$ cat src/rtl/srsw_pkg.sv
// Shared types and constants of the selective-repeat sender window.
package srsw_pkg;

	localparam int OP_W       = 2;
	localparam int STAT_W     = 3;
	localparam int WIN_W      = 3;
	localparam int TMR_W      = 27;
	localparam int TOT_W      = 16;
	localparam int CFG_IDX_W  = 2;
	localparam int CFG_DATA_W = 27;

	localparam logic [WIN_W-1:0] WINDOW_RESET  = 3'd3;
	localparam logic [TMR_W-1:0] TIMEOUT_RESET = 27'd100000000;
	localparam logic [TMR_W-1:0] TIMER_MAX     = '1;

	localparam logic [CFG_IDX_W-1:0] CFG_WINDOW  = 2'd0;
	localparam logic [CFG_IDX_W-1:0] CFG_TIMEOUT = 2'd1;
	localparam logic [CFG_IDX_W-1:0] CFG_TOTAL   = 2'd2;

	typedef enum logic [OP_W-1:0] {
		OP_OFFER = 2'd0,
		OP_ACK   = 2'd1,
		OP_NAK   = 2'd2,
		OP_TICK  = 2'd3
	} op_t;

	typedef enum logic [STAT_W-1:0] {
		STAT_SENT    = 3'd0,
		STAT_REFUSED = 3'd1,
		STAT_ACKED   = 3'd2,
		STAT_NAK     = 3'd3,
		STAT_TIMEOUT = 3'd4,
		STAT_IDLE    = 3'd5,
		STAT_BADSEQ  = 3'd6
	} status_t;

	typedef enum logic [1:0] {
		S_IDLE,
		S_NAK_RD,
		S_TICK
	} state_t;

endpackage

$ cat src/rtl/srsw_in_if.sv
// Input channel of the sender window: one operation beat.
interface srsw_in_if #(
	parameter int SEQ_BITS     = 16,
	parameter int PAYLOAD_BITS = 32
);
	import srsw_pkg::*;

	logic                    valid;
	logic                    ready;
	op_t                     operation;
	logic [SEQ_BITS-1:0]     frame_seq;
	logic [PAYLOAD_BITS-1:0] payload;

	modport source (output valid, operation, frame_seq, payload, input ready);
	modport sink   (input valid, operation, frame_seq, payload, output ready);
endinterface

$ cat src/rtl/srsw_out_if.sv
// Result channel of the sender window: one status beat per operation.
interface srsw_out_if #(
	parameter int SEQ_BITS     = 16,
	parameter int PAYLOAD_BITS = 32
);
	import srsw_pkg::*;

	logic                    valid;
	logic                    ready;
	status_t                 status;
	logic                    tx_valid;
	logic [SEQ_BITS-1:0]     tx_seq;
	logic [PAYLOAD_BITS-1:0] tx_payload;
	logic [SEQ_BITS-1:0]     base_seq;
	logic [SEQ_BITS-1:0]     next_seq;
	logic                    done_res;

	modport source (output valid, status, tx_valid, tx_seq, tx_payload, base_seq,
		next_seq, done_res, input ready);
	modport sink   (input valid, status, tx_valid, tx_seq, tx_payload, base_seq,
		next_seq, done_res, output ready);
endinterface

$ cat src/rtl/selective_repeat_sender_window_top.sv
// Top level of the selective-repeat sender window: slot memories, counters and control.
// Offer and ack return their result in the cycle after the input beat; a nak first reads
// the payload memory (S_NAK_RD); a tick walks the outstanding frames from the oldest up
// to the one that times out (at most the window, so SLOTS), one slot per S_TICK step.
// Flow: one operation at a time; a beat is taken only in S_IDLE with the output register free.
// Reset: counters, walk state, config and out_valid_q return to defaults; slot memories are
// not cleared, since only outstanding slots are read and every one was written on send.
module selective_repeat_sender_window_top #(
	parameter int SLOTS        = 4,
	parameter int SEQ_BITS     = 16,
	parameter int PAYLOAD_BITS = 32
) (
	input  logic                              clk,
	input  logic                              arst_n,
	input  logic                              cfg_we,
	input  logic [srsw_pkg::CFG_IDX_W-1:0]    cfg_index,
	input  logic [srsw_pkg::CFG_DATA_W-1:0]   cfg_data,
	srsw_in_if.sink                           in_ch,
	srsw_out_if.source                        out_ch
);
	import srsw_pkg::*;

	localparam int SLOT_W = (SLOTS > 1) ? $clog2(SLOTS) : 1;
	localparam int SUM_W  = ((SLOT_W > SEQ_BITS) ? SLOT_W : SEQ_BITS) + 1;

	// Step a slot index along with its sequence number: a wrap of the sequence
	// counter restarts the slot at zero, otherwise the slot wraps at SLOTS.
	function automatic logic [SLOT_W-1:0] slot_inc(input logic [SLOT_W-1:0] slot,
		input logic [SEQ_BITS-1:0] seq);
		logic [SLOT_W-1:0] res;
		if (seq == '1 || slot == SLOT_W'(SLOTS - 1)) begin
			res = '0;
		end else begin
			res = slot + SLOT_W'(1);
		end
		return res;
	endfunction

	// Configuration registers
	logic [WIN_W-1:0]  window_q;
	logic [TMR_W-1:0]  limit_q;
	logic [TOT_W-1:0]  total_q;

	// Window counters; base_slot_q and next_slot_q track the counters modulo SLOTS
	state_t              state_q, state_d;
	logic [SEQ_BITS-1:0] base_q, base_d, next_q, next_d;
	logic [SLOT_W-1:0]   base_slot_q, base_slot_d, next_slot_q, next_slot_d;

	// Walk state of a tick, also holds the sequence number of a nak
	logic [SEQ_BITS-1:0] walk_seq_q, walk_seq_d;
	logic [SLOT_W-1:0]   walk_slot_q, walk_slot_d;
	logic [WIN_W-1:0]    walk_k_q, walk_k_d, walk_last_q, walk_last_d;

	// Output register
	logic                    out_valid_q, out_valid_d;
	status_t                 out_status_q, out_status_d;
	logic                    out_tx_valid_q, out_tx_valid_d;
	logic [SEQ_BITS-1:0]     out_tx_seq_q, out_tx_seq_d;
	logic [PAYLOAD_BITS-1:0] out_tx_payload_q, out_tx_payload_d;
	logic [SEQ_BITS-1:0]     out_base_q, out_next_q;
	logic                    out_done_q;
	logic                    load_out;

	// Slot memories: one write port and one registered read port each
	logic [PAYLOAD_BITS-1:0] pay_mem [SLOTS];
	logic [TMR_W-1:0]        tmr_mem [SLOTS];
	logic [PAYLOAD_BITS-1:0] pay_rd_q;
	logic [TMR_W-1:0]        tmr_rd_q;
	logic                    pay_we, tmr_we, rd_en;
	logic [SLOT_W-1:0]       wr_slot, rd_slot;
	logic [TMR_W-1:0]        tmr_wdata;

	// Decode helpers
	logic                    accept, out_free, room, seq_ok, fire;
	logic [WIN_W-1:0]        eff_w;
	logic [SEQ_BITS-1:0]     out_cnt, d_seq;
	logic [SUM_W-1:0]        seq_sum;
	logic [SLOT_W-1:0]       seq_slot;
	logic [TMR_W-1:0]        tmr_inc;

	assign accept   = in_ch.valid && in_ch.ready;
	assign out_free = !out_valid_q || out_ch.ready;
	assign in_ch.ready = (state_q == S_IDLE) && out_free;

	assign out_ch.valid      = out_valid_q;
	assign out_ch.status     = out_status_q;
	assign out_ch.tx_valid   = out_tx_valid_q;
	assign out_ch.tx_seq     = out_tx_seq_q;
	assign out_ch.tx_payload = out_tx_payload_q;
	assign out_ch.base_seq   = out_base_q;
	assign out_ch.next_seq   = out_next_q;
	assign out_ch.done_res   = out_done_q;

	// Effective window: zero acts as one, anything above SLOTS as SLOTS
	always_comb begin
		if (window_q == '0) begin
			eff_w = WIN_W'(1);
		end else if (int'(window_q) > SLOTS) begin
			eff_w = WIN_W'(SLOTS);
		end else begin
			eff_w = window_q;
		end
	end

	assign out_cnt = next_q - base_q;
	assign room    = out_cnt < SEQ_BITS'(eff_w);
	assign d_seq   = in_ch.frame_seq - base_q;
	assign seq_ok  = d_seq < out_cnt;
	assign seq_sum = SUM_W'(base_slot_q) + SUM_W'(d_seq);

	// Slot of an outstanding frame_seq without a divider: offset from the base slot,
	// or the raw number when the sequence counter wrapped between base and frame_seq.
	always_comb begin
		if (in_ch.frame_seq < base_q) begin
			seq_slot = SLOT_W'(in_ch.frame_seq);
		end else if (seq_sum >= SUM_W'(SLOTS)) begin
			seq_slot = SLOT_W'(seq_sum - SUM_W'(SLOTS));
		end else begin
			seq_slot = SLOT_W'(seq_sum);
		end
	end

	// Saturating timer increment of the slot under the walk
	assign tmr_inc = (tmr_rd_q == TIMER_MAX) ? TIMER_MAX : tmr_rd_q + TMR_W'(1);
	assign fire    = tmr_inc > limit_q;

	// Next state, memory commands and result
	always_comb begin
		state_d          = state_q;
		base_d           = base_q;
		next_d           = next_q;
		base_slot_d      = base_slot_q;
		next_slot_d      = next_slot_q;
		walk_seq_d       = walk_seq_q;
		walk_slot_d      = walk_slot_q;
		walk_k_d         = walk_k_q;
		walk_last_d      = walk_last_q;
		load_out         = 1'b0;
		out_status_d     = STAT_IDLE;
		out_tx_valid_d   = 1'b0;
		out_tx_seq_d     = '0;
		out_tx_payload_d = '0;
		pay_we           = 1'b0;
		tmr_we           = 1'b0;
		rd_en            = 1'b0;
		wr_slot          = next_slot_q;
		rd_slot          = base_slot_q;
		tmr_wdata        = '0;

		unique case (state_q)
			S_IDLE: begin
				if (accept) begin
					unique case (in_ch.operation)
						OP_OFFER: begin
							load_out = 1'b1;
							if (room && next_q != SEQ_BITS'(total_q)) begin
								// Store the frame and start its timer at zero
								pay_we           = 1'b1;
								tmr_we           = 1'b1;
								wr_slot          = next_slot_q;
								out_status_d     = STAT_SENT;
								out_tx_valid_d   = 1'b1;
								out_tx_seq_d     = next_q;
								out_tx_payload_d = in_ch.payload;
								next_d           = next_q + SEQ_BITS'(1);
								next_slot_d      = slot_inc(next_slot_q, next_q);
							end else begin
								out_status_d = STAT_REFUSED;
							end
						end
						OP_ACK: begin
							load_out = 1'b1;
							if (seq_ok) begin
								// Retire everything up to frame_seq in one move; retired
								// timers are never read before the slot is sent again.
								out_status_d = STAT_ACKED;
								base_d       = in_ch.frame_seq + SEQ_BITS'(1);
								base_slot_d  = slot_inc(seq_slot, in_ch.frame_seq);
							end else begin
								out_status_d = STAT_BADSEQ;
							end
						end
						OP_NAK: begin
							if (seq_ok) begin
								rd_en      = 1'b1;
								rd_slot    = seq_slot;
								tmr_we     = 1'b1;
								wr_slot    = seq_slot;
								walk_seq_d = in_ch.frame_seq;
								state_d    = S_NAK_RD;
							end else begin
								load_out     = 1'b1;
								out_status_d = STAT_BADSEQ;
							end
						end
						OP_TICK: begin
							if (out_cnt == '0) begin
								load_out     = 1'b1;
								out_status_d = STAT_IDLE;
							end else begin
								rd_en       = 1'b1;
								rd_slot     = base_slot_q;
								walk_slot_d = base_slot_q;
								walk_seq_d  = base_q;
								walk_k_d    = '0;
								walk_last_d = WIN_W'(out_cnt - SEQ_BITS'(1));
								state_d     = S_TICK;
							end
						end
						default: ;
					endcase
				end
			end
			S_NAK_RD: begin
				if (out_free) begin
					load_out         = 1'b1;
					out_status_d     = STAT_NAK;
					out_tx_valid_d   = 1'b1;
					out_tx_seq_d     = walk_seq_q;
					out_tx_payload_d = pay_rd_q;
					state_d          = S_IDLE;
				end
			end
			S_TICK: begin
				if (out_free) begin
					// Write back this slot's timer; if the walk goes on, the next slot is read meanwhile
					tmr_we    = 1'b1;
					wr_slot   = walk_slot_q;
					tmr_wdata = fire ? '0 : tmr_inc;
					if (fire) begin
						load_out         = 1'b1;
						out_status_d     = STAT_TIMEOUT;
						out_tx_valid_d   = 1'b1;
						out_tx_seq_d     = walk_seq_q;
						out_tx_payload_d = pay_rd_q;
						state_d          = S_IDLE;
					end else if (walk_k_q == walk_last_q) begin
						load_out     = 1'b1;
						out_status_d = STAT_IDLE;
						state_d      = S_IDLE;
					end else begin
						rd_en       = 1'b1;
						rd_slot     = slot_inc(walk_slot_q, walk_seq_q);
						walk_slot_d = slot_inc(walk_slot_q, walk_seq_q);
						walk_seq_d  = walk_seq_q + SEQ_BITS'(1);
						walk_k_d    = walk_k_q + WIN_W'(1);
					end
				end
			end
			default: state_d = S_IDLE;
		endcase

		if (load_out) begin
			out_valid_d = 1'b1;
		end else if (out_ch.ready) begin
			out_valid_d = 1'b0;
		end else begin
			out_valid_d = out_valid_q;
		end
	end

	always_ff @(posedge clk) begin
		if (pay_we) begin
			pay_mem[wr_slot] <= in_ch.payload;
		end
		if (rd_en) begin
			pay_rd_q <= pay_mem[rd_slot];
		end
	end

	always_ff @(posedge clk) begin
		if (tmr_we) begin
			tmr_mem[wr_slot] <= tmr_wdata;
		end
		if (rd_en) begin
			tmr_rd_q <= tmr_mem[rd_slot];
		end
	end

	always_ff @(posedge clk or negedge arst_n) begin
		if (!arst_n) begin
			window_q <= WINDOW_RESET;
			limit_q  <= TIMEOUT_RESET;
			total_q  <= '0;
		end else if (cfg_we) begin
			unique case (cfg_index)
				CFG_WINDOW:  window_q <= cfg_data[WIN_W-1:0];
				CFG_TIMEOUT: limit_q  <= cfg_data[TMR_W-1:0];
				CFG_TOTAL:   total_q  <= cfg_data[TOT_W-1:0];
				default: ;
			endcase
		end
	end

	always_ff @(posedge clk or negedge arst_n) begin
		if (!arst_n) begin
			state_q     <= S_IDLE;
			base_q      <= '0;
			next_q      <= '0;
			base_slot_q <= '0;
			next_slot_q <= '0;
			walk_seq_q  <= '0;
			walk_slot_q <= '0;
			walk_k_q    <= '0;
			walk_last_q <= '0;
			out_valid_q <= 1'b0;
		end else begin
			state_q     <= state_d;
			base_q      <= base_d;
			next_q      <= next_d;
			base_slot_q <= base_slot_d;
			next_slot_q <= next_slot_d;
			walk_seq_q  <= walk_seq_d;
			walk_slot_q <= walk_slot_d;
			walk_k_q    <= walk_k_d;
			walk_last_q <= walk_last_d;
			out_valid_q <= out_valid_d;
		end
	end

	// Result beat; base and next report the counters after the operation
	always_ff @(posedge clk) begin
		if (load_out) begin
			out_status_q     <= out_status_d;
			out_tx_valid_q   <= out_tx_valid_d;
			out_tx_seq_q     <= out_tx_seq_d;
			out_tx_payload_q <= out_tx_payload_d;
			out_base_q       <= base_d;
			out_next_q       <= next_d;
			out_done_q       <= (base_d == SEQ_BITS'(total_q));
		end
	end

`ifndef SYNTHESIS
	a_outstanding_bound: assert property (@(posedge clk) disable iff (!arst_n)
		int'(out_cnt) <= SLOTS)
		else $error("more frames outstanding than slots");

	a_walk_bound: assert property (@(posedge clk) disable iff (!arst_n)
		state_q == S_TICK |-> walk_k_q <= walk_last_q)
		else $error("tick walk ran past the outstanding frames");

	a_single_cycle_result: assert property (@(posedge clk) disable iff (!arst_n)
		accept && (in_ch.operation == OP_OFFER || in_ch.operation == OP_ACK)
		|=> out_valid_q)
		else $error("offer or ack beat gave no result on the next cycle");

	a_quiet_tx_fields: assert property (@(posedge clk) disable iff (!arst_n)
		out_valid_q && !out_tx_valid_q |-> out_tx_seq_q == '0 && out_tx_payload_q == '0)
		else $error("tx fields not zero on a beat without a transmitted frame");
`endif

endmodule

$ cat src/flat_wrapper.sv
// flat-port wrapper written by rule: the top's interface ports become plain ports
module selective_repeat_sender_window_top_flat import srsw_pkg::*;
#(
	parameter int SLOTS        = 4,
	parameter int SEQ_BITS     = 16,
	parameter int PAYLOAD_BITS = 32
)
  (clk, arst_n, cfg_we, cfg_index, cfg_data, in_ch_valid, in_ch_operation, in_ch_frame_seq, in_ch_payload, in_ch_ready, out_ch_valid, out_ch_status, out_ch_tx_valid, out_ch_tx_seq, out_ch_tx_payload, out_ch_base_seq, out_ch_next_seq, out_ch_done_res, out_ch_ready);
  srsw_in_if #(.SEQ_BITS(SEQ_BITS), .PAYLOAD_BITS(PAYLOAD_BITS)) in_ch_i ();
  srsw_out_if #(.SEQ_BITS(SEQ_BITS), .PAYLOAD_BITS(PAYLOAD_BITS)) out_ch_i ();
  input  logic clk;
  input  logic arst_n;
  input  logic cfg_we;
  input  logic [srsw_pkg::CFG_IDX_W-1:0] cfg_index;
  input  logic [srsw_pkg::CFG_DATA_W-1:0] cfg_data;
  input wire logic [$bits(in_ch_i.valid)-1:0] in_ch_valid;
  input wire logic [$bits(in_ch_i.operation)-1:0] in_ch_operation;
  input wire logic [$bits(in_ch_i.frame_seq)-1:0] in_ch_frame_seq;
  input wire logic [$bits(in_ch_i.payload)-1:0] in_ch_payload;
  output wire logic [$bits(in_ch_i.ready)-1:0] in_ch_ready;
  output wire logic [$bits(out_ch_i.valid)-1:0] out_ch_valid;
  output wire logic [$bits(out_ch_i.status)-1:0] out_ch_status;
  output wire logic [$bits(out_ch_i.tx_valid)-1:0] out_ch_tx_valid;
  output wire logic [$bits(out_ch_i.tx_seq)-1:0] out_ch_tx_seq;
  output wire logic [$bits(out_ch_i.tx_payload)-1:0] out_ch_tx_payload;
  output wire logic [$bits(out_ch_i.base_seq)-1:0] out_ch_base_seq;
  output wire logic [$bits(out_ch_i.next_seq)-1:0] out_ch_next_seq;
  output wire logic [$bits(out_ch_i.done_res)-1:0] out_ch_done_res;
  input wire logic [$bits(out_ch_i.ready)-1:0] out_ch_ready;
  assign in_ch_i.valid = in_ch_valid;
  assign in_ch_i.operation = in_ch_operation;
  assign in_ch_i.frame_seq = in_ch_frame_seq;
  assign in_ch_i.payload = in_ch_payload;
  assign in_ch_ready = in_ch_i.ready;
  assign out_ch_valid = out_ch_i.valid;
  assign out_ch_status = out_ch_i.status;
  assign out_ch_tx_valid = out_ch_i.tx_valid;
  assign out_ch_tx_seq = out_ch_i.tx_seq;
  assign out_ch_tx_payload = out_ch_i.tx_payload;
  assign out_ch_base_seq = out_ch_i.base_seq;
  assign out_ch_next_seq = out_ch_i.next_seq;
  assign out_ch_done_res = out_ch_i.done_res;
  assign out_ch_i.ready = out_ch_ready;
  selective_repeat_sender_window_top #(.SLOTS(SLOTS), .SEQ_BITS(SEQ_BITS), .PAYLOAD_BITS(PAYLOAD_BITS)) u_core (.clk(clk), .arst_n(arst_n), .cfg_we(cfg_we), .cfg_index(cfg_index), .cfg_data(cfg_data), .in_ch(in_ch_i), .out_ch(out_ch_i));
endmodule
$ cat config.mk
export PLATFORM = sky130hd
export DESIGN_NAME = selective_repeat_sender_window_top_flat
export DESIGN_NICKNAME = d
export VERILOG_FILES = /design/src/rtl/srsw_pkg.sv /design/src/rtl/srsw_in_if.sv /design/src/rtl/srsw_out_if.sv /design/src/rtl/selective_repeat_sender_window_top.sv /design/src/flat_wrapper.sv
export SDC_FILE = /design/constraint.sdc
export NUM_CORES = 1
export LEC_CHECK = 0
export CAP_MARGIN = 20
export CORE_ASPECT_RATIO = 1.25
export CORE_MARGIN = 3
export CORE_UTILIZATION = 60
export CTS_CLUSTER_DIAMETER = 30
export CTS_CLUSTER_SIZE = 24
export DETAILED_ROUTE_END_ITERATION = 8
export DONT_BUFFER_PORTS = 1
export PLACE_DENSITY = 0.75
export SYNTH_ARGS = -nofsm -noshare
export SYNTH_HDL_FRONTEND = slang
export SYNTH_SLANG_ARGS = --single-unit
$ cat constraint.sdc
create_clock -name clk -period 15.1 [get_ports clk]
set_input_delay 3.02 -clock clk [delete_from_list [all_inputs] [get_ports clk]]
set_output_delay 3.02 -clock clk [all_outputs]
set_load 0.02 [all_outputs]
Word-level counts from Yosys, hierarchy flattened
Memory sizes are Yosys's and may differ from the RTL's. A register that Yosys moved wholly into a read port is not among the register bits.
Index checks and enable logic that the tools add are counted.
Widths: inputs -> output; s select.
- register bits: 194
- latch bits: 0
- RAM bits: 236
- memory bits (read-only): 0
- output and inout port bits: 87
- word-level logic and storage cells: 213
- memories: 2
- add/subtract/negate cells: 13
- multipliers: 0
- div/mod/pow operators: 0
- $lt $le $gt $ge: 6
- eq/ne operators: 28
- shift-type cells: 0
- muxes and demuxes: 118
- bitwise operators: 1
- reductions and logical operators: 25
- memory list (name ; words ; width ; rd ports ; clocked after memory_dff ; write ports ; RTL line ; text):
    u_core.pay_mem ; 4 ; 32 ; 1 ; 1 ; 1 ; selective_repeat_sender_window_top.sv:65 ; logic [PAYLOAD_BITS-1:0] pay_mem [SLOTS];
    u_core.tmr_mem ; 4 ; 27 ; 1 ; 1 ; 1 ; selective_repeat_sender_window_top.sv:66 ; logic [TMR_W-1:0] tmr_mem [SLOTS];
- operator list (cell ; number):
    $mux 16 ; 20
    $mux 32 ; 6
    $mux 27 ; 4
    $pmux 32 s3 ; 1
    $pmux 16 s2 ; 2
    $mux 2 ; 29
    $add 16x1->16 const B ; 3
    $eq 16x16->1 const B ; 3
    $pmux 16 s3 ; 1
    $mux 3 ; 12
    $lt 16x16->1 ; 2
    $sub 16x16->16 ; 2
    $mux 1 ; 28
    $add 27x1->27 const B ; 1
    $eq 27x27->1 const B ; 1
    $gt 27x27->1 ; 1
    $add 2x16->17 ; 1
    $ge 17x3->1 const B ; 1
    $eq 16x16->1 ; 1
    $logic_not 16->1 ; 1
    $lt 16x3->1 ; 1
    $ne 16x16->1 ; 1
    $pmux 2 s2 ; 4
    $eq 2x2->1 const B ; 7
    30 further kinds ; 58

Longest topological paths before layout
Gate-level depths: netlist of the first run.
- word-level depth: 11
- mapped depth: 24
- depth with buffers taken out: 21

Worst setup path before layout of the first run
OpenSTA, ideal clock, no wires.
- path type: input-to-reg
- start point: input in_ch_frame_seq[1]
- end point: register u_core.out_base_q[0] (netlist: u_core.out_ch.base_seq[0]), enable pin
- setup time: 0.529 ns
- arrival time: 9.909 ns
- data required time: 14.571 ns
- slack: 4.662 ns
- stages on the path: 18
- path buffers: 0
- cells stage by stage: ha_1 nor2b_1 o21ai_0 a21boi_0 o21ai_0 a21oi_1 o31ai_1 a21oi_1 or4b_2 nand3_1 ha_1 nand4_1 o31ai_1 o21ba_2 o21ai_0 o41ai_1 a21oi_1 nor2_1
- cells in the longest elaborated chain, start to end: 6
- RTL lines (what ; RTL line ; text):
    start, declared ; flat_wrapper.sv:18 ; input wire logic [$bits(in_ch_i.frame_seq)-1:0] in_ch_frame_seq;
    $sub 16x16->16 ; selective_repeat_sender_window_top.sv:107 ; assign d_seq = in_ch.frame_seq - base_q;
    $lt 16x16->1 ; selective_repeat_sender_window_top.sv:108 ; assign seq_ok = d_seq < out_cnt;
    $mux 1 ; selective_repeat_sender_window_top.sv:184 ; if (seq_ok) begin
    $pmux 1 s3 ; selective_repeat_sender_window_top.sv:153 ; unique case (in_ch.operation)
    $mux 1 ; selective_repeat_sender_window_top.sv:152 ; if (accept) begin
    $pmux 1 s3 ; selective_repeat_sender_window_top.sv:150 ; unique case (state_q)
    via u_core.load_out ; selective_repeat_sender_window_top.sv:62 ; logic load_out;
    end signal, assigned ; selective_repeat_sender_window_top.sv:328 ; out_base_q <= base_d;
    end, declared ; selective_repeat_sender_window_top.sv:60 ; logic [SEQ_BITS-1:0] out_base_q, out_next_q;
The timed path passes the listed nets, and every way through them passes these cells.
A chain may end at the register's enable or synchronous reset.

Worst setup path in the final report of the first run
- start point: input in_ch_frame_seq[0]
- end point: memory u_core.pay_mem[2][3], enable pin
- cells in the longest elaborated chain, start to end: 9
- elaborated cells on any way between the ends: 12
- classes of those cells: add/sub (3); order compare (3); mux (6)
- RTL lines (what ; RTL line ; text):
    $sub 16x16->16 ; selective_repeat_sender_window_top.sv:107 ;
    $add 2x16->17 ; selective_repeat_sender_window_top.sv:109 ; assign seq_sum = SUM_W'(base_slot_q) + SUM_W'(d_seq);
    $ge 17x3->1 or $sub 2x1->2 (tied branches) ; selective_repeat_sender_window_top.sv:116, selective_repeat_sender_window_top.sv:117 ;
    $mux 2 ; selective_repeat_sender_window_top.sv:116 ; end else if (seq_sum >= SUM_W'(SLOTS)) begin
    $mux 2 ; selective_repeat_sender_window_top.sv:114 ; if (in_ch.frame_seq < base_q) begin
    $mux 2 (*) ; selective_repeat_sender_window_top.sv:184 ;
    $mux 2 (*) ; n/a ;
    $mux 2 (*) ; selective_repeat_sender_window_top.sv:152 ;
    $pmux 2 s2 (*) ; selective_repeat_sender_window_top.sv:150 ;
    end, declared ; selective_repeat_sender_window_top.sv:65 ;
Mark *: on every way between the ends. The rest lies on a longest branch, timed or not.

==> metrics, run 1 <==
synth-to-layout area growth 13.3%; CTS max path bufs 3; WS Path Type in2reg; Hold Crit Class reg2reg; main combinational cell family by area after synthesis multiplexers; Initial Utilization 0.610; Synth Register Bits 489; CP bufs+invs 1; max_slew headroom 0.289; Synth Warn # 0; Worst Path Max Fanout 32; worst-margin pin slew 1.07 ns; FF+latch area 14200 sq um; CP Launch Type input port; crit-path cells inv_1 > ha_1 > nor2b_1 > o21ai_0 > a21boi_0 > o21ai_0 > a21oi_1 > o31ai_1 > a21oi_1 > or4b_2 > nand3_1 > ha_1 > a21oi_1 > o31ai_1 > nor3_1 > o311ai_0 > a222oi_1 > nand2_1 > nor2_4; Resize count post-CTS 0; mux cell area share after synthesis 0.111; number of CTS-inserted buffers 77; Synth Area per Inst 13.4 sq um; Post-Route WL 56400 um; Sink Count 489; Antenna diodes 0; std cell rows 80; Main synth FF type edfxtp_1; CP max-delay cell nor2_4; post-DP HPWL 38000 um; Leak 0.0102 uW; Ports 171; WP data required 15.29 ns; vias in the first global route 14700; setup tns final 0 ns; hold_buf cts 0; Post-CTS Setup Bufs 0; Clock Skew 0.0302 ns; most common cell after layout, fill and taps aside edfxtp_1; Wirelength per Cell 24.2 um; first-pass GRT wire length 85200 um; Final period util 0.576; Clk pin slew, worst setup/hold paths 0.04 ns; Distinct cells, synth 81; Post-Synth Simple-Gate Area 0.0807; Cell Area, Synth 23400 sq um; Syn Nets 1921; Finished Core Util 0.691; fraction of registers with async set/reset 0.223; max-cap viol count 0; Tmin final 8.70 ns; post-DR vias/cell 6.29; vias post-DR 14700; Post-Synth XOR/XNOR Area 0.0409; Root Driver clkbuf_16; Fmax achieved 115 MHz; DRT Pass-1 Iters 7; Die W 183 um; nets 1949; register area share after synthesis 0.606; total gr overflow 0; RSZ-0062 raised after global routing false; CTS tree done; cell count after synthesis 1749; # setup viols final 0; DR iter-0 viols 1301; die area 41400 sq um; CTS H-tree lvls 3; initial antenna violation count 1; critical path's top delay family compound AO/OA/AOI/OAI gates; overall power 5860 uW; Adder-Cell Fraction of Synth Area 0.0478; pwr dens 221 nW/um^2; status finished clean; clock latency on the worst-skew pair 0.60 ns; Hold Fails Final Rpt 0; Core ar. 38300 sq um; Min Hold Slack 0.500 ns; Post-synth EDFFs 380; most frequent cells in the layout edfxtp_1 (380), mux2i_1 (200), nand2_1 (100); pin count of the biggest net entering global routing 119; DRC 0; Placer Congestion 0.958; Compound-Gate Fraction of Synth Area 0.0857; CP endpoint kind register; total global-route track usage 0.271; post-route ant nets 0; fin cells 2333; Critical Path AT 8.90 ns; Max VDD drop 184 uV; Placed Instances 2188; input/output buffers 0; multi-input logic area 8620 sq um; final-layout fill cell count 2627; DIE HEIGHT 227 um; Crit path largest cell delay 0.88 ns; share of layout cells above drive strength 1 0.137; Slew Limit Fails 0; most used cell, CP a21oi_1
## synth_stat cells, drive strengths merged, types with 5 or more instances
library cell	n	area [sq um]
nor3b	5	42.5
o21a	5	37.5
nand2b	12	75.1
clkbuf	29	110
dfrtp	95	2380
buf	42	257
a2bb2oi	5	43.8
inv	79	297
nor2	64	240
mux2	52	586
a211oi	11	82.6
o2111ai	5	43.8
ha	86	1080
a21oi	77	385
or2	12	75.1
a22o	49	429
and2	9	56.3
dfstp	14	368
o21ai	50	254
a21o	22	165
a31oi	10	62.6
nor3	39	221
o211ai	8	60.1
edfxtp	380	11400
xor2	36	315
or3	5	31.3
o22a	10	87.6
and3	19	119
nand3	42	210
nand2	101	382
mux2i	200	2000
xnor2	73	639
nor2b	11	68.8
nand4	32	206
and4	5	43.8
## worst paths after layout
path / start / end / slack, ns / cells past startpoint
max: in_ch_frame_seq[0] / u_core.pay_mem[2][3] / 6.40 / 19
min: u_core.limit_q[11] / u_core.limit_q[11] / 0.50 / 1
max reg2reg: u_core.tmr_rd_q[0] / u_core.tmr_rd_q[22] / 8.24 / 20
min reg2reg: u_core.limit_q[11] / u_core.limit_q[11] / 0.50 / 1
max in group asynchronous: arst_n / u_core.window_q[1] / 12.75 / 0
min in group asynchronous: arst_n / u_core.limit_q[17] / 2.13 / 0
## metal layers
metal | GRT usage | vias to the layer above | part of all wire
met3 | 0.0499 | 135 | 0.054
met5 | 0 | - | 0.00018
met2 | 0.466 | 477 | 0.51
li1 | - | 6674 | -
met1 | 0.325 | 7376 | 0.39
met4 | 0.142 | 2 | 0.048
## flip-flops by register name, summed over array words and instances, names as in the netlist, 16 cells and up
signal                    flops
u_core.out_ch.base_seq       16
u_core.base_q                16
u_core.limit_q               27
u_core.out_ch.tx_payload     32
u_core.walk_seq_q            16
u_core.tmr_rd_q              27
u_core.out_ch.tx_seq         16
u_core.total_q               16
u_core.pay_mem              128
u_core.pay_rd_q              32
u_core.tmr_mem              108
u_core.next_q                16
u_core.out_ch.next_seq       16
## logic make-up (layout without fill, tap and decap cells)
logic type / after synthesis / in the layout
compound gates: 291 / 291
xor+xnor: 109 / 109
fa+ha+maj: 88 / 88
buf+inv: 150 / 242
flops: 489 / 489
mux: 252 / 252
simple gates: 370 / 370
## power by group
group / switching (uW) / internal (uW)
Combinational: 1150 / 749
Sequential: 313 / 1910
Clock: 644 / 1100
## area by class of cell
cell class                      instances  share of cell area
Sequential cell                       489               0.535
Multi-Input combinational cell       1110               0.326
Clock buffer                           88              0.0775
Tap cell                              492              0.0232
Clock inverter                         55              0.0209
Inverter                               79              0.0112
Timing Repair Buffer                   20             0.00709
## metrics by stage
stage                     cell area, sq um  worst slack [ns]
after floorplan                      23400              4.66
after global placement               23800              6.05
after detailed placement             23800              5.86
after CTS                            26400              6.46
after global routing                 26500              5.86
final                                26500              6.40
No activity file was read; power rests on OpenSTA's default activity.
==> run 2, diff against run 1 <==
==> constraint.sdc (replaced) <==
create_clock -name clk -period 8.6 [get_ports clk]
set_input_delay 1.72 -clock clk [delete_from_list [all_inputs] [get_ports clk]]
set_output_delay 1.72 -clock clk [all_outputs]
set_load 0.02 [all_outputs]
==> run 2 against run 1 <==
  * Utilization up 0.23 points
  * Non-clock buffer count up 7
  * Critical endpoint is now u_core.pay_mem[0][0]
  * Global-route usage up 0.51 points
==> metrics, run 2 (same netlist as run 1, synthesis figures left out) <==
setup tns final 0 ns; Min Hold Slack 0.508 ns; Core ar. 38300 sq um; Post-CTS Setup Bufs 0; DRC 0; most common cell after layout, fill and taps aside edfxtp_1; Initial Utilization 0.610; placed cell areas 23900 sq um; Wirelength per Cell 24.3 um; clock latency on the worst-skew pair 0.61 ns; Post-Route WL 56900 um; most flop-heavy register u_core.pay_mem; biggest regs u_core.pay_mem: 128 flops, u_core.tmr_mem: 108 flops; Clk pin slew, worst setup/hold paths 0.05 ns; post-DR vias/cell 6.27; std cell rows 80; RSZ-0062 raised after global routing false; DIE HEIGHT 227 um; switching power 3750 uW; worst-margin pin slew 1.18 ns; vias post-DR 14700; Ports 171; Resize count post-CTS 0; Seq pwr share 0.378; Final period util 0.842; first-pass GRT wire length 87100 um; Die W 183 um; register-to-register setup slack 1.89 ns; Worst Path Max Fanout 17; Clock Skew 0.0342 ns; die area 41400 sq um; Max VDD drop 364 uV; FF-to-FF path depth 20; input/output buffers 0; nets 1956; post-route cell area 26600 sq um; post-route ant nets 0; Hold Crit Class reg2reg; Critical Path AT 7.54 ns; pin count of the biggest net entering global routing 119; number of CTS-inserted buffers 77; Root Driver clkbuf_16; total global-route track usage 0.276; Sw Ratio 0.362; Antenna diodes 0; Slew Limit Fails 0; Leak 0.0103 uW; combinational power share 0.323; max_slew headroom 0.216; Largest register FFs 128; final-layout fill cell count 2597; status finished clean; CTS tree done; Fmax achieved 138 MHz; CP Launch Type input port; Hold Fails Final Rpt 0; Clock power frac 0.299; synth-to-layout area growth 13.7%; WS Path Type in2reg; initial antenna violation count 1; pwr dens 389 nW/um^2; Sink Count 489; CTS max path bufs 3; share of layout cells above drive strength 1 0.141; DR iter-0 viols 1173; total gr overflow 0; Hold Path Depth 1; WP data required 8.90 ns; CP endpoint kind register; most frequent cells in the layout edfxtp_1 (380), mux2i_1 (200), nand2_1 (100); # setup viols final 0; vias in the first global route 14900; max-cap viol count 0; Tmin final 7.24 ns; post-DP HPWL 38800 um; CTS H-tree lvls 3; DRT Pass-1 Iters 6; Placer Congestion 0.941; hold_buf cts 0; Int Power 6590 uW
## run 2: changes by cell type in the layout (fill, tap and decap cells not counted), sizes merged
cell	before	now
clkbuf	88	85
buf	20	27
bufinv	6	7
clkinvlp	7	9
## run 2: through the flow
step                 util  cells  power, uW  setup WS (ns)
floorplan               -   1749       6350          0.885
global placement    0.624   2197       7160           1.08
detailed placement  0.624   2197       7260          0.832
CTS                 0.693   2340      10400           1.44
global route        0.693   2340      10900           1.08
finish              0.693   2340      10300           1.36
## run 2: layout make-up
| class | count | area, sq um | share of cell area |
|---|---|---|---|
| sequential | 489 | 14200 | 0.533 |
| clock inverter | 58 | 662 | 0.0249 |
| clock buffer | 85 | 1970 | 0.0740 |
| timing repair buffer | 27 | 253 | 0.00951 |
| tap | 492 | 616 | 0.0232 |
| multi-input combinational | 1110 | 8620 | 0.324 |
| inverter | 79 | 297 | 0.0112 |
## run 2: critical path, cell delays in order
cell	delay [ns]
ha_1	0.26
nor2b_1	0.12
o21ai_0	0.21
a21boi_0	0.15
o21ai_0	0.31
a21oi_1	0.16
o31ai_1	0.36
a21oi_1	0.20
or4b_2	0.66
nand3_1	0.12
ha_1	0.26
a21oi_1	0.13
o31ai_1	0.17
nor3_1	0.57
o311ai_0	0.47
a222oi_1	0.64
nand2_1	0.26
nor2_4	0.52
buf_12	0.24
## run 2: routing by layer
layer | GRT usage | wire [um] | vias up | part of all wire
met5 | 0 | 10 | - | 0.00018
li1 | - | - | 6681 | -
met4 | 0.125 | 2440 | 2 | 0.043
met3 | 0.0539 | 3500 | 138 | 0.061
met2 | 0.475 | 29000 | 516 | 0.51
met1 | 0.338 | 21900 | 7331 | 0.39
## run 2: path summary, 6_finish.rpt
check,startpoint,end
worst max-delay path,in_ch_frame_seq[1],u_core.pay_mem[0][0]
worst min-delay path,u_core.limit_q[19],u_core.limit_q[19]
worst max register to register,u_core.base_q[1],u_core.pay_mem[0][0]
worst min register to register,u_core.limit_q[19],u_core.limit_q[19]
max in group asynchronous,arst_n,u_core.window_q[1]
min in group asynchronous,arst_n,u_core.limit_q[19]
## run 2: power groups by stage
stage / sequential (uW) / combinational (uW) / clock [uW]
6_report: 3910 / 3340 / 3090
5_1_grt: 3950 / 3660 / 3250
4_1_cts: 3900 / 3350 / 3130
3_5_place_dp: 3940 / 3310 / 0
3_3_place_gp: 3930 / 3230 / 0
2_1_floorplan: 3810 / 2530 / 0
==> run 3, diff against run 2 <==
--- a/config.mk
+++ b/config.mk
@@ -8,7 +8,7 @@
 export CAP_MARGIN = 20
 export CORE_ASPECT_RATIO = 1.25
 export CORE_MARGIN = 3
-export CORE_UTILIZATION = 60
+export CORE_UTILIZATION = 58
 export CTS_CLUSTER_DIAMETER = 30
 export CTS_CLUSTER_SIZE = 24
 export DETAILED_ROUTE_END_ITERATION = 8
==> constraint.sdc (replaced) <==
create_clock -name clk -period 6.18 [get_ports clk]
set_input_delay 1.236 -clock clk [delete_from_list [all_inputs] [get_ports clk]]
set_output_delay 1.236 -clock clk [all_outputs]
set_load 0.02 [all_outputs]
==> run 3 against run 2 <==
  * Clock-buffer cell count did not move
  * Sequential power up 39%
  * Die area increased by 3.3%
  * Critical endpoint is now u_core.pay_mem[2][19]
  * Highest routed layer is now met4
==> metrics, run 3 (same netlist as run 1, synthesis figures left out) <==
Finished Core Util 0.692; Slew Limit Fails 0; std cell rows 81; most flop-heavy register u_core.pay_mem; Hold Fails Final Rpt 0; DIE HEIGHT 230 um; Leak 0.0106 uW; placed cell areas 24500 sq um; RSZ-0062 raised after global routing false; Die W 186 um; PnR worst setup slack 0.364 ns; CTS tree done; pwr dens 547 nW/um^2; Root Driver clkbuf_16; status finished clean; DR iter-0 viols 1117; switching power 5300 uW; number of CTS-inserted buffers 78; Wirelength per Cell 23.8 um; CTS H-tree lvls 3; initial antenna violation count 0; vias post-DR 14700; final-layout fill cell count 2571; post-route cell area 27300 sq um; most frequent cells in the layout edfxtp_1 (380), mux2i_1 (200), nand2_1 (100); first-pass GRT wire length 86700 um; DRT Pass-1 Iters 5; die area 42700 sq um; most common cell after layout, fill and taps aside edfxtp_1; Int Power 9630 uW; hold_buf cts 0; biggest regs u_core.pay_mem: 128 flops, u_core.tmr_mem: 108 flops; Max VDD drop 389 uV; Initial Utilization 0.593; register-to-register setup slack 0.38 ns; share of layout cells above drive strength 1 0.160; Fmax achieved 172 MHz; Sink Count 489; # setup viols final 0; Ports 171; total gr overflow 0; Clock power frac 0.305; post-DR vias/cell 6.19; clock latency on the worst-skew pair 0.61 ns; total global-route track usage 0.267; Critical Path AT 6.11 ns; Final period util 0.941; Clk pin slew, worst setup/hold paths 0.05 ns; Min Hold Slack 0.330 ns; WP data required 6.47 ns; Seq pwr share 0.363; Hold Crit Class in2async; Clock Skew 0.0303 ns; synth-to-layout area growth 16.7%; CP endpoint kind register; Antenna diodes 0; Post-Route WL 56500 um; Worst Path Max Fanout 21; post-route ant nets 0; combinational power share 0.332; CTS max path bufs 3; DRC 0; Tmin final 5.82 ns; WS Path Type in2reg; max-cap viol count 0; Placer Congestion 0.940; Core ar. 39400 sq um; nets 1986; Largest register FFs 128; post-DP HPWL 39200 um; vias in the first global route 15000; CP Launch Type input port; max_slew headroom 0.272; Setup WS pre-CTS -0.273 ns; Sw Ratio 0.355; pin count of the biggest net entering global routing 110; worst-margin pin slew 1.08 ns; input/output buffers 0
## run 3: timing repair
item	CTS	global route
buffers inserted	0	1
resized for setup	0	1
setup endpoints to repair	0	187
## run 3: per-layer routing
metal | track usage | wire, um
met5 | 0 | 0
met2 | 0.454 | 28400
met3 | 0.0548 | 3460
met4 | 0.134 | 3050
met1 | 0.323 | 21500
## run 3: worst max-delay path: stages
cell and delay, ns:
ha_1 0.26, nor2b_1 0.13, o21ai_0 0.22, a21boi_0 0.16, o21ai_0 0.32, a21oi_1 0.15, o31ai_1 0.37, a21oi_1 0.16
or4b_2 0.65, nand3_1 0.12, ha_1 0.25, a21oi_1 0.17, o31ai_2 0.11, nor3_1 0.27, o311ai_0 0.34, a222oi_1 0.44
buf_4 0.20, nand2_1 0.13, nor2_4 0.21, buf_12 0.20
## run 3: path summary, 6_finish.rpt
kind | startpoint | to | depth (start not counted)
min in group clk | u_core.limit_q[6] | u_core.limit_q[6] | 1
max in group asynchronous | arst_n | u_core.next_q[11] | 0
hold / removal | arst_n | u_core.limit_q[25] | 0
setup reg to reg | u_core.base_q[1] | u_core.pay_mem[2][19] | 21
hold reg to reg | u_core.limit_q[6] | u_core.limit_q[6] | 1
setup / recovery | in_ch_frame_seq[1] | u_core.pay_mem[2][19] | 20
## run 3: metrics by stage
stage          instances  setup TNS (ns)  total power, uW
3_5_place_dp        2231          -47.89            10400
2_1_floorplan       1749          -27.16             8840
5_1_grt             2377               0            15700
4_1_cts             2376               0            15000
6_report            2377               0            14900
3_3_place_gp        2231          -36.70            10200
## run 3: final cells by class
class,count,area [sq um],share of cell area
Sequential cell,489,14200,0.519
Multi-Input combinational cell,1110,8630,0.316
Clock buffer,85,2040,0.0748
Clock inverter,60,774,0.0284
Timing Repair Buffer,56,758,0.0278
Tap cell,498,623,0.0228
Inverter,79,297,0.0109
## run 3: power groups by stage
| stage | combinational [uW] | sequential (uW) | clock, uW |
|---|---|---|---|
| after CTS | 4960 | 5410 | 4620 |
| after floorplan | 3550 | 5290 | 0 |
| after global routing | 5420 | 5480 | 4780 |
| after detailed placement | 4910 | 5460 | 0 |
| final | 4960 | 5420 | 4560 |
| after global placement | 4800 | 5440 | 0 |
